===== config.mk =====
export PLATFORM = sky130hd
export DESIGN_NAME = gfc_search
export DESIGN_NICKNAME = d
export VERILOG_FILES = /design/src/rtl/gfc_pkg.sv /design/src/rtl/gfc_search.sv
export SDC_FILE = /design/constraint.sdc
export NUM_CORES = 1
export LEC_CHECK = 0
export ABC_CLOCK_PERIOD_IN_PS = 6400
export BUFFER_PORTS_ARGS = -buffer_cell sky130_fd_sc_hd__buf_2
export CAP_MARGIN = 20
export CORE_MARGIN = 3
export CORE_UTILIZATION = 42
export DETAILED_ROUTE_END_ITERATION = 6
export PLACE_DENSITY_LB_ADDON = 0.1
export SETUP_SLACK_MARGIN = 0.4
export SYNTH_ARGS = -nofsm -noshare
export SYNTH_HDL_FRONTEND = slang
export SYNTH_SLANG_ARGS = --single-unit

===== constraint.sdc =====
create_clock -name clk -period 6.4 [get_ports clk]
set_input_delay 0.32 -clock clk [delete_from_list [all_inputs] [get_ports clk]]
set_output_delay 0.32 -clock clk [all_outputs]
set_load 0.005 [all_outputs]

===== src/rtl/gfc_pkg.sv =====
// ----------------------------------------------------------------------------
// gfc_pkg
// Shared widths, codes and controller states of the greedy graph colorer.
// ----------------------------------------------------------------------------
package gfc_pkg;

  // Fixed field widths of the stream beats
  localparam int VERTEX_W      = 10;
  localparam int COLOR_FIELD_W = 6;
  localparam int COUNT_FIELD_W = 7;

  localparam int IN_TDATA_W  = 24;
  localparam int IN_TUSER_W  = 2;
  localparam int OUT_TDATA_W = 24;
  localparam int OUT_TUSER_W = 1;

  // Defaults for the top-level parameters
  localparam int DEF_MAX_VERTICES = 1024;
  localparam int DEF_MAX_COLORS   = 64;

  // Largest vertex store the 10-bit index can reach
  localparam int VERTEX_SPAN = 1 << VERTEX_W;

  // Colors examined per cycle by the free-color search
  localparam int SEARCH_CHUNK_W   = 8;
  localparam int SEARCH_CHUNK_LOG = 3;

  // Operation codes
  localparam logic OP_ADJ   = 1'b0;
  localparam logic OP_CLEAR = 1'b1;

  typedef enum logic [1:0] {
    ST_CLEAR,
    ST_RUN,
    ST_SEARCH,
    ST_FINISH
  } gfc_state_t;

endpackage


===== src/rtl/gfc_search.sv =====
// ----------------------------------------------------------------------------
// gfc_search
// Iterative first-free-color finder: scans the used-color mask one chunk a cycle.
// ----------------------------------------------------------------------------
module gfc_search #(
  parameter int MAX_COLORS = 64,
  parameter int CW         = 6
) (
  input  logic                  clk,
  input  logic                  rst_n,
  input  logic                  start,
  input  logic [MAX_COLORS-1:0] mask,
  output logic                  done,
  output logic                  found,
  output logic [CW-1:0]         color
);
  import gfc_pkg::*;

  localparam int SW   = SEARCH_CHUNK_W;
  localparam int NCH  = (MAX_COLORS + SW - 1) / SW;
  localparam int CHW  = (NCH > 1) ? $clog2(NCH) : 1;
  localparam int PADW = NCH * SW;

  logic            busy_r;
  logic [CHW-1:0]  ch_r;
  logic [PADW-1:0] pad;
  logic [SW-1:0]   chunk;
  logic [SEARCH_CHUNK_LOG-1:0] pos;
  logic            hit;
  logic            last_chunk;

  // Padding colors count as used so they are never picked
  always_comb begin
    pad = '1;
    pad[MAX_COLORS-1:0] = mask;
  end

  assign chunk      = pad[ch_r*SW +: SW];
  assign hit        = ~&chunk;
  assign last_chunk = (ch_r == CHW'(NCH - 1));

  always_comb begin
    pos = '0;
    for (int i = SW - 1; i >= 0; i--) begin
      if (!chunk[i]) begin
        pos = SEARCH_CHUNK_LOG'(i);
      end
    end
  end

  assign done  = busy_r && (hit || last_chunk);
  assign found = hit;
  assign color = CW'({ch_r, pos});

  always_ff @(posedge clk) begin
    if (!rst_n) begin
      busy_r <= 1'b0;
      ch_r   <= '0;
    end else if (start) begin
      busy_r <= 1'b1;
      ch_r   <= '0;
    end else if (busy_r) begin
      if (hit || last_chunk) begin
        busy_r <= 1'b0;
      end else begin
        ch_r <= ch_r + CHW'(1);
      end
    end
  end

endmodule


; ---- Word level (Yosys, flattened, before mapping)
; Cells that the tools add are included.
[word_totals]
regBits = 4
[classes]
n_reduce_logical = 6
shift = 1
add_sub_neg = 1
n_bitwise = 2
eq_ne = 1
mux = 11
[op_table]
columns = operator, count
row1 = 64-bit by 7-bit variable part select with 8-bit output, 1
row2 = 3-bit 2-to-1 mux, 8
row3 = 8-bit AND reduction, 1
row4 = 3-bit by 1-bit adder with 3-bit output (second input constant), 1
row5 = 3-bit == test (second input constant), 1
row6 = 1-bit 2-to-1 mux, 3
row7 = 1-bit inverter, 2
row8 = 2-bit AND reduction, 1
row9 = 2-bit OR reduction, 1
row10 = 1-bit logical AND, 1
row11 = 1-bit logical NOT, 1
row12 = 1-bit logical OR, 1

; ---- Logic depth before layout (Yosys ltp)
; Gate-level depths: netlist of the first run.
[logic_depth]
ltp_word = 9
mapped_depth = 9
depth_no_buf = 6

; ---- Least setup slack after synthesis of the first run
; Ideal clock, no wire load.
[synth_timing]
path_type = flip-flop to output port
start = register ch_r[1]
end = output color[0]
arrival_time_ns = 2.053
stages_incl_launch_ff = 8
required_time_ns = 6.080
path_slack_ns = 4.027
path_cell_list = dfxtp_1 > buf_1 > mux4_2 > mux2_2 > a21oi_1 > nand2_1 > a21oi_1 > a31o_2
[synth_via]
elab_chain_cells = 9
[synth_rtl]
columns = element, line
row1 = from (decl), gfc_search.sv:25  ; logic [CHW-1:0] ch_r;
row2 = from (signal assigned), gfc_search.sv:66  ; ch_r <= ch_r + CHW'(1);
row3 = 64-bit by 7-bit variable part select with 8-bit output *, gfc_search.sv:38  ; assign chunk = pad[ch_r*SW +: SW];
row4 = 3-bit 2-to-1 mux (7 in series), gfc_search.sv:45  ; if (!chunk[i]) begin
row5 = 3-bit 2-to-1 mux *, gfc_search.sv:45
row6 = to (decl), gfc_search.sv:15  ; output logic [CW-1:0] color
; Mark *: on every way between the ends. The rest lies on a longest branch, timed or not.

; ---- Final worst setup path of the first run
[layout_timing]
start = register ch_r[0]
end = output color[0]
; The elaborated chain is that of the path after synthesis.

==> results by group, run 1 <==
CTS
  • Post-cts resize count: 0
  • Hold-fix buffers at CTS: 0
  • Clock slew at reported path FFs: 40 ps
  • Number of buffers created by CTS: 3
  • CTS tree: yes
  • CTS H-tree depth: 1
  • # Post-CTS Setup Buffers: 0
  • Root Buffer: clkbuf_4
  • Max clock buf depth: 2
  • Clk sinks: 4
  • Clock Latency Late Sink: 230 ps

Layout
  • FILL cells: 199
  • Layout Nets: 235
  • Final Util: 0.664
  • Area Growth Syn to Fin: 43.6%
  • Ant. Diodes: 0
  • Storage cell area: 80.1 um2
  • Area of the multi-input gates: 813 um2
  • Layout cells sized above 1: 0.567

Hold path
  • Hold depth: 2
  • Hold Path End: busy_r
  • Hold wc startpoint: rst_n
  • Worst hold path type: in2reg

STA
  • Setup TNS: 0 ps
  • Final period utilization: 0.492
  • RSZ-0062 raised after global routing: no
  • Max Clock Skew: 3.55 ps
  • Final setup viols: 0
  • Final Hold Vio Count: 0
  • Minimum clock period: 3150 ps
  • Fmax: 318 MHz
  • Final slew viol count: 0
  • Slew margin rel.: 0.338
  • Final worst setup slack: 3250 ps
  • Worst-Margin Slew: 992 ps

Pwr
  • Power density over the cells: 72.1 mW/mm2
  • Maximum VDD drop: 0.112 mV
  • Leakage power: 0.608 nW

Logic synthesis
  • Syn. warnings: 0
  • Synth Area in Adders: 0.0265
  • Top_reg_cell synth: dfxtp_1
  • Syn nets: 162
  • Netlist cell types: 33
  • Avg Cell Area, Syn: 10.1 um2
  • Syn Inst Count: 93
  • Post-synthesis mux area share: 0.534
  • Top post-synthesis cells by area: mux4_2 (26%), mux4_1 (14%), dfxtp_1 (8.5%)
  • Most common cell in the netlist: mux4_2
  • Fraction of the mapped netlist area in compound gates: 0.117
  • Seq/Total Area, Yosys: 0.0849
  • Mapped cell area: 943 um2
  • Post-synth top cells: mux4_2 (11), nand2_1 (10), mux2i_1 (8), nand3_1 (6)
  • Post-Synth XOR/XNOR Area: 0
  • Number of synthesized flops with an enable pin: 0
  • Cell type with the highest aggregate area in the netlist: mux4_2
  • Largest family of logic cells by synthesized area: multiplexers
  • Synth Register Bits: 4
  • Simple-gate share of the synthesized area: 0.184
  • Yosys top cell area share: 0.263
  • Share of synthesized registers carrying an async set or reset: 0

Worst setup path
  • FF-to-FF setup slack: 3550 ps
  • CP required: 6080 ps
  • WS Path Type: reg2out
  • FF-to-FF path depth: 6
  • Crit path DAT: 2830 ps
  • Reg2Reg Capture Point: ch_r[0]
  • Worst reg2reg startpoint: ch_r[0]
  • Crit-path max FO: 22
  • Setup crit end kind: primary output
  • Startpoint class of the critical path: flop

Global routing
  • Initial antenna violation count: 0
  • Vias in the first global route: 929
  • Tot GR Track Use: 0.179
  • First-pass GRT wire length: 3.80 mm
  • Grt ovf: 0
  • Largest net degree at the start of global routing: 32

Floorplan
  • Standard-cell row count: 16
  • Top Ports: 75
  • Area of the die: 0.00285 mm2
  • Initial Util: 0.462
  • Die H: 53.4 um
  • Die Width: 53.4 um
  • CORE AREA: 0.00204 mm2

Run status
  • Status: finished clean

Route
  • Antenna-violating nets left: 0
  • DRT Wirelength: 2.77 mm
  • Initial detailed-routing violation count: 25
  • Routed vias/inst: 5.70
  • DRC: 0
  • DRT Pass-1 Iters: 5
  • Vias: 1089
  • Routed length per instance: 14.5 um

Placement
  • Port bufs: 74
  • DPL Wire Length: 2.26 mm
  • Final Wtd Congestion: 0.811
  • Pre-CTS setup slack: 3460 ps

Flow run
  • Max-Cap Viols: 0
-- metal layers --
layer	wire length, um	GRT usage	share of wire	vias to the layer above
met2	1440	0.322	0.52	55
met3	240	0.0338	0.087	2
met5	0	0	0	-
met4	6	0.0298	0.0022	0
li1	-	-	-	526
met1	1080	0.221	0.39	506
-- sequential cells by signal, indices dropped and copies added (netlist names) --
| signal | count |
|---|---|
| busy_r | 1 |
| ch_r | 3 |
-- where the power goes --
part	internal [mW]	switching [mW]	total (mW)	leakage (nW)
clock	0.0210	0.0100	0.0310	0.0138
sequential	0.0254	0.000244	0.0257	0.0325
combinational	0.0265	0.0146	0.0411	0.562
-- critical path, stage by stage (launching register included) --
cell and delay (ps):
dfxtp_1 970, mux4_1 650, mux2_2 290, o2111ai_1 190, nand2_1 100, a21oi_1 170, a31o_2 130, buf_2 110
-- layout by cell type (no fill, tap or decap), drive strengths merged, types with 2 or more instances in the layout --
cell type  netlist  layout
buf              7      75
mux4            16      16
nand2           10      10
mux2i            8       8
nand3            6       6
nor2             5       5
a21oi            5       5
dfxtp            4       4
mux2             4       4
nor2b            3       3
nand3b           3       3
clkbuf           0       3
inv              2       2
o21ai            2       2
and3             2       2
o21a             2       2
ha               2       2
-- cell families (layout without fill, tap and decap cells) --
group / after synthesis / count (layout)
AO/OA/AOI/OAI: 16 / 16
AND/OR/NAND/NOR: 34 / 34
multiplexers: 28 / 28
flip-flops: 4 / 4
adder cells (fa/ha/maj): 2 / 2
buffers and inverters: 9 / 80
-- final cells by class --
class | count | share of cell area
Tap cell | 27 | 0.0249
Sequential cell | 4 | 0.0591
Clock buffer | 3 | 0.0166
Inverter | 2 | 0.00554
Timing Repair Buffer | 75 | 0.294
Multi-Input combinational cell | 80 | 0.600
-- through the flow --
step	instance area (um2)	hold WS [ps]	power, mW	cells
5_1_grt	1360	326	0.105	191
6_report	1360	304	0.0977	191
3_5_place_dp	1310	541	0.0668	187
2_1_floorplan	943	438	0.0425	93
3_3_place_gp	1310	530	0.0655	187
4_1_cts	1330	298	0.0992	190
-- how the worst max path moves through the flow --
stage | from | endpoint | slack (ps) | cells after the start
floorplan | ch_r[1] | color[0] | 4030 | 7
global placement | ch_r[2] | done | 3530 | 6
detailed placement | ch_r[2] | done | 3460 | 6
CTS | ch_r[0] | color[0] | 3220 | 7
global route | ch_r[0] | color[0] | 3050 | 7
finish | ch_r[0] | color[0] | 3250 | 7
Note: power is estimated with default switching activity, not from simulation.
==> run 2: changes to the inputs <==
--- a/config.mk
+++ b/config.mk
@@ -5,11 +5,12 @@
 export SDC_FILE = /design/constraint.sdc
 export NUM_CORES = 1
 export LEC_CHECK = 0
-export ABC_CLOCK_PERIOD_IN_PS = 6400
+export ABC_AREA = 1
+export ABC_CLOCK_PERIOD_IN_PS = 2800
 export BUFFER_PORTS_ARGS = -buffer_cell sky130_fd_sc_hd__buf_2
 export CAP_MARGIN = 20
 export CORE_MARGIN = 3
-export CORE_UTILIZATION = 42
+export CORE_UTILIZATION = 40
 export DETAILED_ROUTE_END_ITERATION = 6
 export PLACE_DENSITY_LB_ADDON = 0.1
 export SETUP_SLACK_MARGIN = 0.4
==> constraint.sdc (replaced) <==
create_clock -name clk -period 2.8 [get_ports clk]
set_input_delay 0.14 -clock clk [delete_from_list [all_inputs] [get_ports clk]]
set_output_delay 0.14 -clock clk [all_outputs]
set_load 0.005 [all_outputs]
==> run 2 against run 1 <==
  * Area after synthesis rose by 39%
  * Routed wire length rose by 20%
  * Count of clock-buffer cells in the layout did not move
  * Flip-flop and latch count did not move
  * Synthesized cell count rose to 3.0 times the previous value
  * Register-to-register slack got worse by 2600 ps
  * First-iteration DRC count rose by 84%
  * Critical path depth rose by 3
  * Worst hold slack got worse by 160 ps
  * Global-route usage fell by 1.5 points
  * Critical endpoint unchanged
  * Power rose to 2.5 times the previous value
==> results by group, run 2 <==
Logic synthesis
  • Most common cell in the netlist: nand2_1
  • Syn Inst Count: 277
  • Mapped cell area: 0.00131 mm2
  • Avg Cell Area, Syn: 4.72 um2
  • Syn. warnings: 0
  • Post-synth top cells: nand2_1 (119), inv_1 (63), nand3_1 (39), nor2_1 (14)
  • Netlist cell types: 20
  • Syn nets: 346
  • Seq/Total Area, Yosys: 0.0612
  • Synth Register Bits: 4
  • Yosys top cell area share: 0.341
  • Top_reg_cell synth: dfxtp_1
  • Cell type with the highest aggregate area in the netlist: nand2_1
  • Number of synthesized flops with an enable pin: 0
  • Top post-synthesis cells by area: nand2_1 (34%), inv_1 (18%), nand3_1 (15%)
  • Share of synthesized registers carrying an async set or reset: 0

Floorplan
  • Die H: 63.2 um
  • Initial Util: 0.425
  • Top Ports: 75
  • Die Width: 63.2 um
  • CORE AREA: 0.00308 mm2
  • Area of the die: 0.00399 mm2
  • Standard-cell row count: 20

Global routing
  • Grt ovf: 0
  • First-pass GRT wire length: 5.66 mm
  • Tot GR Track Use: 0.165
  • Initial antenna violation count: 0
  • Vias in the first global route: 1426
  • Largest net degree at the start of global routing: 38

Worst setup path
  • WP buf/inv: 2
  • WS Path Type: reg2out
  • Setup crit end kind: primary output
  • Crit-path cells: buf_4 -> nand3_2 -> nand2_1 -> nand2_1 -> nand2_1 -> a21oi_1 -> o21ai_0 -> nand2_1 -> a21oi_1 -> buf_2
  • Largest stage delay on the critical path: 530 ps
  • Critical-path top delay cell: dfxtp_1
  • Startpoint class of the critical path: flop
  • Crit-path max FO: 13
  • CP required: 2660 ps
  • Top delay family on crit path: flip-flops
  • Crit path DAT: 1940 ps
  • Most common cell on crit path: nand2_1

Layout
  • Biggest register: ch_r
  • Largest regs: ch_r (3), busy_r (1)
  • Area Growth Syn to Fin: 27.8%
  • Layout cells sized above 1: 0.276
  • Commonest non-fill, non-tap cell in the layout: nand2_1
  • Max reg flops: 3
  • Most frequent cells in the layout: nand2_1 (119), buf_2 (74), inv_1 (63)
  • Layout Nets: 415
  • Ant. Diodes: 0

Pwr
  • Power density over the cells: 146 mW/mm2
  • Leakage power: 1.14 nW
  • Maximum VDD drop: 0.263 mV

STA
  • Final worst setup slack: 718 ps
  • Setup TNS: 0 ps
  • Fmax: 480 MHz
  • Max Clock Skew: 1.88 ps
  • RSZ-0062 raised after global routing: no
  • Minimum clock period: 2080 ps
  • Final Hold Vio Count: 0
  • Final period utilization: 0.744
  • Worst-Margin Slew: 372 ps
  • Final slew viol count: 0
  • Final setup viols: 0
  • Slew margin rel.: 0.752

Route
  • Vias: 1690
  • Routed vias/inst: 4.36
  • Routed length per instance: 8.55 um
  • Antenna-violating nets left: 0
  • Initial detailed-routing violation count: 46
  • DRC: 0
  • DRT Wirelength: 3.32 mm
  • DRT Pass-1 Iters: 4

CTS
  • CTS tree: yes
  • Clock Latency Late Sink: 240 ps
  • Root Buffer: clkbuf_4
  • Hold-fix buffers at CTS: 0
  • Max clock buf depth: 2
  • Clock slew at reported path FFs: 40 ps
  • # Post-CTS Setup Buffers: 0
  • Number of buffers created by CTS: 3
  • Clk sinks: 4
  • Post-cts resize count: 0
  • CTS H-tree depth: 1

Hold path
  • Worst hold path type: in2reg

Placement
  • Final Wtd Congestion: 0.856
  • Port bufs: 74
  • Pre-CTS setup slack: 875 ps
  • DPL Wire Length: 2.68 mm

Flow run
  • Max-Cap Viols: 0

Run status
  • Status: finished clean
## run 2: cell count changes after synthesis, moves of 5 or more
cell / previous run / this run
mux4_2: 11 / 0
nand3_1: 6 / 39
inv_1: 2 / 63
mux2i_1: 8 / 0
mux4_1: 5 / 0
nand2_1: 10 / 119
nor2_1: 5 / 14
## run 2: path summary, 6_finish.rpt
check	startpoint	slack, ps	to	cells after the start
hold / removal	start	140	busy_r	3
setup reg to reg	ch_r[1]	970	ch_r[2]	11
hold reg to reg	busy_r	580	ch_r[0]	3
setup / recovery	ch_r[1]	720	color[0]	10
## run 2: worst reg2reg max path: stages (launching register included)
cell and delay, ps:
dfxtp_1 530, buf_4 280, nand3_1 140, nand2_1 80, nand2_1 50, nand2_1 100
nand2_1 80, nor2_2 100, nand3_2 110, nor2_4 130, nor2_1 50, nor2_1 110
## run 2: logic make-up (layout without fill, tap and decap cells)
family / count (synthesis) / after routing / synth area share
compound gates: 5 / 5 / 0.0191
fa+ha+maj: 2 / 2 / 0.0191
buf+inv: 79 / 146 / 0.279
flops: 4 / 4 / 0.0612
simple gates: 187 / 187 / 0.621
## run 2: stage by stage
step	hold WS [ps]	cells	power (mW)	cell area [um2]	utilization
floorplan	261	277	0.119	1310	-
detailed placement	384	385	0.174	1650	0.535
global placement	374	385	0.174	1650	0.535
global route	167	388	0.273	1670	0.543
CTS	134	388	0.250	1670	0.542
finish	139	388	0.245	1670	0.543
## run 2: metal layers
layer,global-route usage,share of wire,up-vias,wire (um)
met4,0.0189,0.0045,0,15
met2,0.303,0.48,47,1580
met5,0,0,-,0
met3,0.0232,0.056,2,185
met1,0.208,0.46,697,1540
li1,-,-,944,-
## run 2: cell type report
| type | count | area [um2] |
|---|---|---|
| well taps | 44 | 55.1 |
| fillers | 384 | 1410 |
| inverters | 66 | 255 |
| clock buffers | 3 | 22.5 |
| multi-input cells | 194 | 863 |
| flip-flops and latches | 4 | 80.1 |
| repair buffers | 77 | 397 |
## run 2: report_power, final
group	switching, mW	total, mW	internal (mW)
registers	0.000978	0.0591	0.0581
clock network	0.0249	0.0729	0.0480
logic	0.0532	0.113	0.0597
total	0.0791	0.245	0.166
==> run 3: changes to the inputs <==
--- a/config.mk
+++ b/config.mk
@@ -5,12 +5,12 @@
 export SDC_FILE = /design/constraint.sdc
 export NUM_CORES = 1
 export LEC_CHECK = 0
-export ABC_AREA = 1
-export ABC_CLOCK_PERIOD_IN_PS = 2800
+export ABC_AREA = 0
+export ABC_CLOCK_PERIOD_IN_PS = 1800
 export BUFFER_PORTS_ARGS = -buffer_cell sky130_fd_sc_hd__buf_2
 export CAP_MARGIN = 20
 export CORE_MARGIN = 3
-export CORE_UTILIZATION = 40
+export CORE_UTILIZATION = 36
 export DETAILED_ROUTE_END_ITERATION = 6
 export PLACE_DENSITY_LB_ADDON = 0.1
 export SETUP_SLACK_MARGIN = 0.4
==> constraint.sdc (replaced) <==
create_clock -name clk -period 1.8 [get_ports clk]
set_input_delay 0.09 -clock clk [delete_from_list [all_inputs] [get_ports clk]]
set_output_delay 0.09 -clock clk [all_outputs]
set_load 0.005 [all_outputs]
==> run 3 against run 2 <==
  * The run now ends with negative setup slack left
  * Sequential power rose by 52%
  * Critical endpoint is now done
  * Routed wire length fell by 1.2%
  * Largest cell class unchanged
  * Largest power group unchanged
  * Die area fell by 18%
  * Worst hold slack got worse by 67 ps
==> results by group, run 3 (same netlist as run 1, synthesis figures left out) <==
Run status
  • Status: complete, but fails checks
  • Failing checks: negative setup slack

CTS
  • Clock Latency Late Sink: 240 ps
  • Clk sinks: 4
  • Hold-fix buffers at CTS: 0
  • Clock slew at reported path FFs: 40 ps
  • Number of buffers created by CTS: 3
  • Max clock buf depth: 2
  • CTS H-tree depth: 1
  • Root Buffer: clkbuf_4
  • CTS tree: yes

Layout
  • Layout Nets: 254
  • Largest regs: ch_r (3), busy_r (1)
  • Max reg flops: 3
  • Final Cell Area: 0.00159 mm2
  • Area Growth Syn to Fin: 68.7%
  • Non-Filler Instances: 211
  • Layout cells sized above 1: 0.716
  • Most frequent cells in the layout: buf_2 (74), mux4_2 (15), buf_4 (13)
  • Biggest register: ch_r
  • Commonest non-fill, non-tap cell in the layout: buf_2
  • Ant. Diodes: 0

Worst setup path
  • Critical-path top delay cell: or4_4
  • Worst reg2reg startpoint: ch_r[0]
  • FF-to-FF path depth: 8
  • WS Path Type: reg2out
  • Crit-path cells: buf_16 -> mux4_2 -> and3_4 -> o2bb2ai_2 -> or4_4 -> o21a_1 -> buf_2
  • CP startpoint: ch_r[0]
  • Crit-path max FO: 5
  • Startpoint class of the critical path: flop
  • Reg2Reg Capture Point: ch_r[1]
  • FF-to-FF setup slack: -410 ps
  • CP required: 1710 ps
  • Setup crit end kind: primary output
  • Largest stage delay on the critical path: 540 ps
  • Crit path DAT: 2220 ps
  • Crit path capture: done

Placement
  • Placed cell area: 0.00145 mm2
  • Pre-CTS setup slack: -386 ps
  • Placed Cells: 204
  • DPL Wire Length: 2.65 mm
  • Port bufs: 74
  • Final Wtd Congestion: 0.875

STA
  • Final Hold Vio Count: 0
  • Slew margin rel.: 0.786
  • Worst-Margin Slew: 320 ps
  • Final worst setup slack: -513 ps
  • Final period utilization: 1.29
  • RSZ-0062 raised after global routing: yes
  • Fmax: 432 MHz
  • Final setup viols: 9
  • Max Clock Skew: 1.95 ps
  • Minimum clock period: 2310 ps
  • Final slew viol count: 0
  • Setup TNS: -3650 ps

Floorplan
  • Die H: 57.2 um
  • Initial Util: 0.403
  • Area of the die: 0.00327 mm2
  • Die Width: 57.2 um
  • Top Ports: 75
  • Standard-cell row count: 17
  • CORE AREA: 0.00234 mm2

Pwr
  • P_int: 0.267 mW
  • Power density over the cells: 232 mW/mm2
  • Net Sw Power: 0.102 mW
  • Seq pwr share: 0.243
  • Comb pwr share: 0.448
  • Sw Ratio: 0.276
  • Post-route total power: 0.369 mW
  • Leakage power: 0.722 nW
  • Maximum VDD drop: 0.302 mV
  • Clock power share: 0.309

Global routing
  • Tot GR Track Use: 0.201
  • Vias in the first global route: 1180
  • Largest net degree at the start of global routing: 17
  • First-pass GRT wire length: 5.29 mm
  • Initial antenna violation count: 0
  • Grt ovf: 0

Route
  • DRC: 0
  • DRT Pass-1 Iters: 4
  • Initial detailed-routing violation count: 27
  • Vias: 1140
  • Routed vias/inst: 5.40
  • Routed length per instance: 15.5 um
  • DRT Wirelength: 3.28 mm
  • Antenna-violating nets left: 0

Hold path
  • Worst hold path type: in2reg

Flow run
  • Max-Cap Viols: 0
run 3: cell count changes in the layout (fill, tap and decap cells not counted), sizes merged, moves of 3 or more:
| cell | previous run | this run |
|---|---|---|
| buf | 77 | 94 |
| inv | 66 | 2 |
| mux2 | 0 | 4 |
| mux2i | 0 | 8 |
| mux4 | 0 | 16 |
| nand2 | 123 | 10 |
| nand3 | 43 | 6 |
| nand3b | 0 | 3 |
| nand4 | 3 | 0 |
| nor2 | 18 | 5 |
| nor2b | 0 | 3 |
run 3: critical path: cells and delay by family (launching register included):
kind                   cells  cell delay (ps)
muxes                      1              350
buffers and inverters      2              260
and+or+nand+nor            2              730
DFF                        1              370
AOI/OAI and AO/OA          2              270
run 3: cell type report:
cell class	instances	area, um2
Multi-Input combinational cell	80	870
Fill cell	209	748
Timing Repair Buffer	94	572
Sequential cell	4	85.1
Tap cell	28	35.0
Clock buffer	3	22.5
Inverter	2	7.51
run 3: worst min-delay path by stage:
| stage | start | endpoint | slack (ps) | cells after the start |
|---|---|---|---|---|
| 2_1_floorplan | rst_n | busy_r | 210 | 1 |
| 3_3_place_gp | rst_n | busy_r | 310 | 2 |
| 3_5_place_dp | rst_n | busy_r | 320 | 2 |
| 4_1_cts | rst_n | busy_r | 70 | 2 |
| 5_1_grt | rst_n | busy_r | 70 | 2 |
| 6_report | rst_n | busy_r | 70 | 2 |
run 3: power by group through the flow:
stage | Sequential, mW | Combinational (mW) | Clock, mW
after global placement | 0.0923 | 0.147 | 0
after global routing | 0.0895 | 0.182 | 0.128
final | 0.0896 | 0.165 | 0.114
after floorplan | 0.0921 | 0.0615 | 0
after CTS | 0.0894 | 0.160 | 0.118
after detailed placement | 0.0923 | 0.152 | 0
run 3: routing by layer:
metal,GRT usage,wire (um)
met1,0.241,1290
met2,0.378,1780
met3,0.0294,195
met4,0.0397,14
met5,0,0
run 3: repair_timing:
action / 4_1_cts / 5_1_grt
buffers inserted: 2 / 1
gates resized for setup: 16 / 8
pin swaps: 6 / 3
cloned: 1 / 0
endpoints found under the setup margin: 9 / 9
run 3: stage by stage:
stage          hold slack [ps]   util
4_1_cts                   70.0  0.663
3_3_place_gp               308  0.618
2_1_floorplan              208      -
3_5_place_dp               317  0.618
5_1_grt                   72.2  0.680
6_report                  72.5  0.680
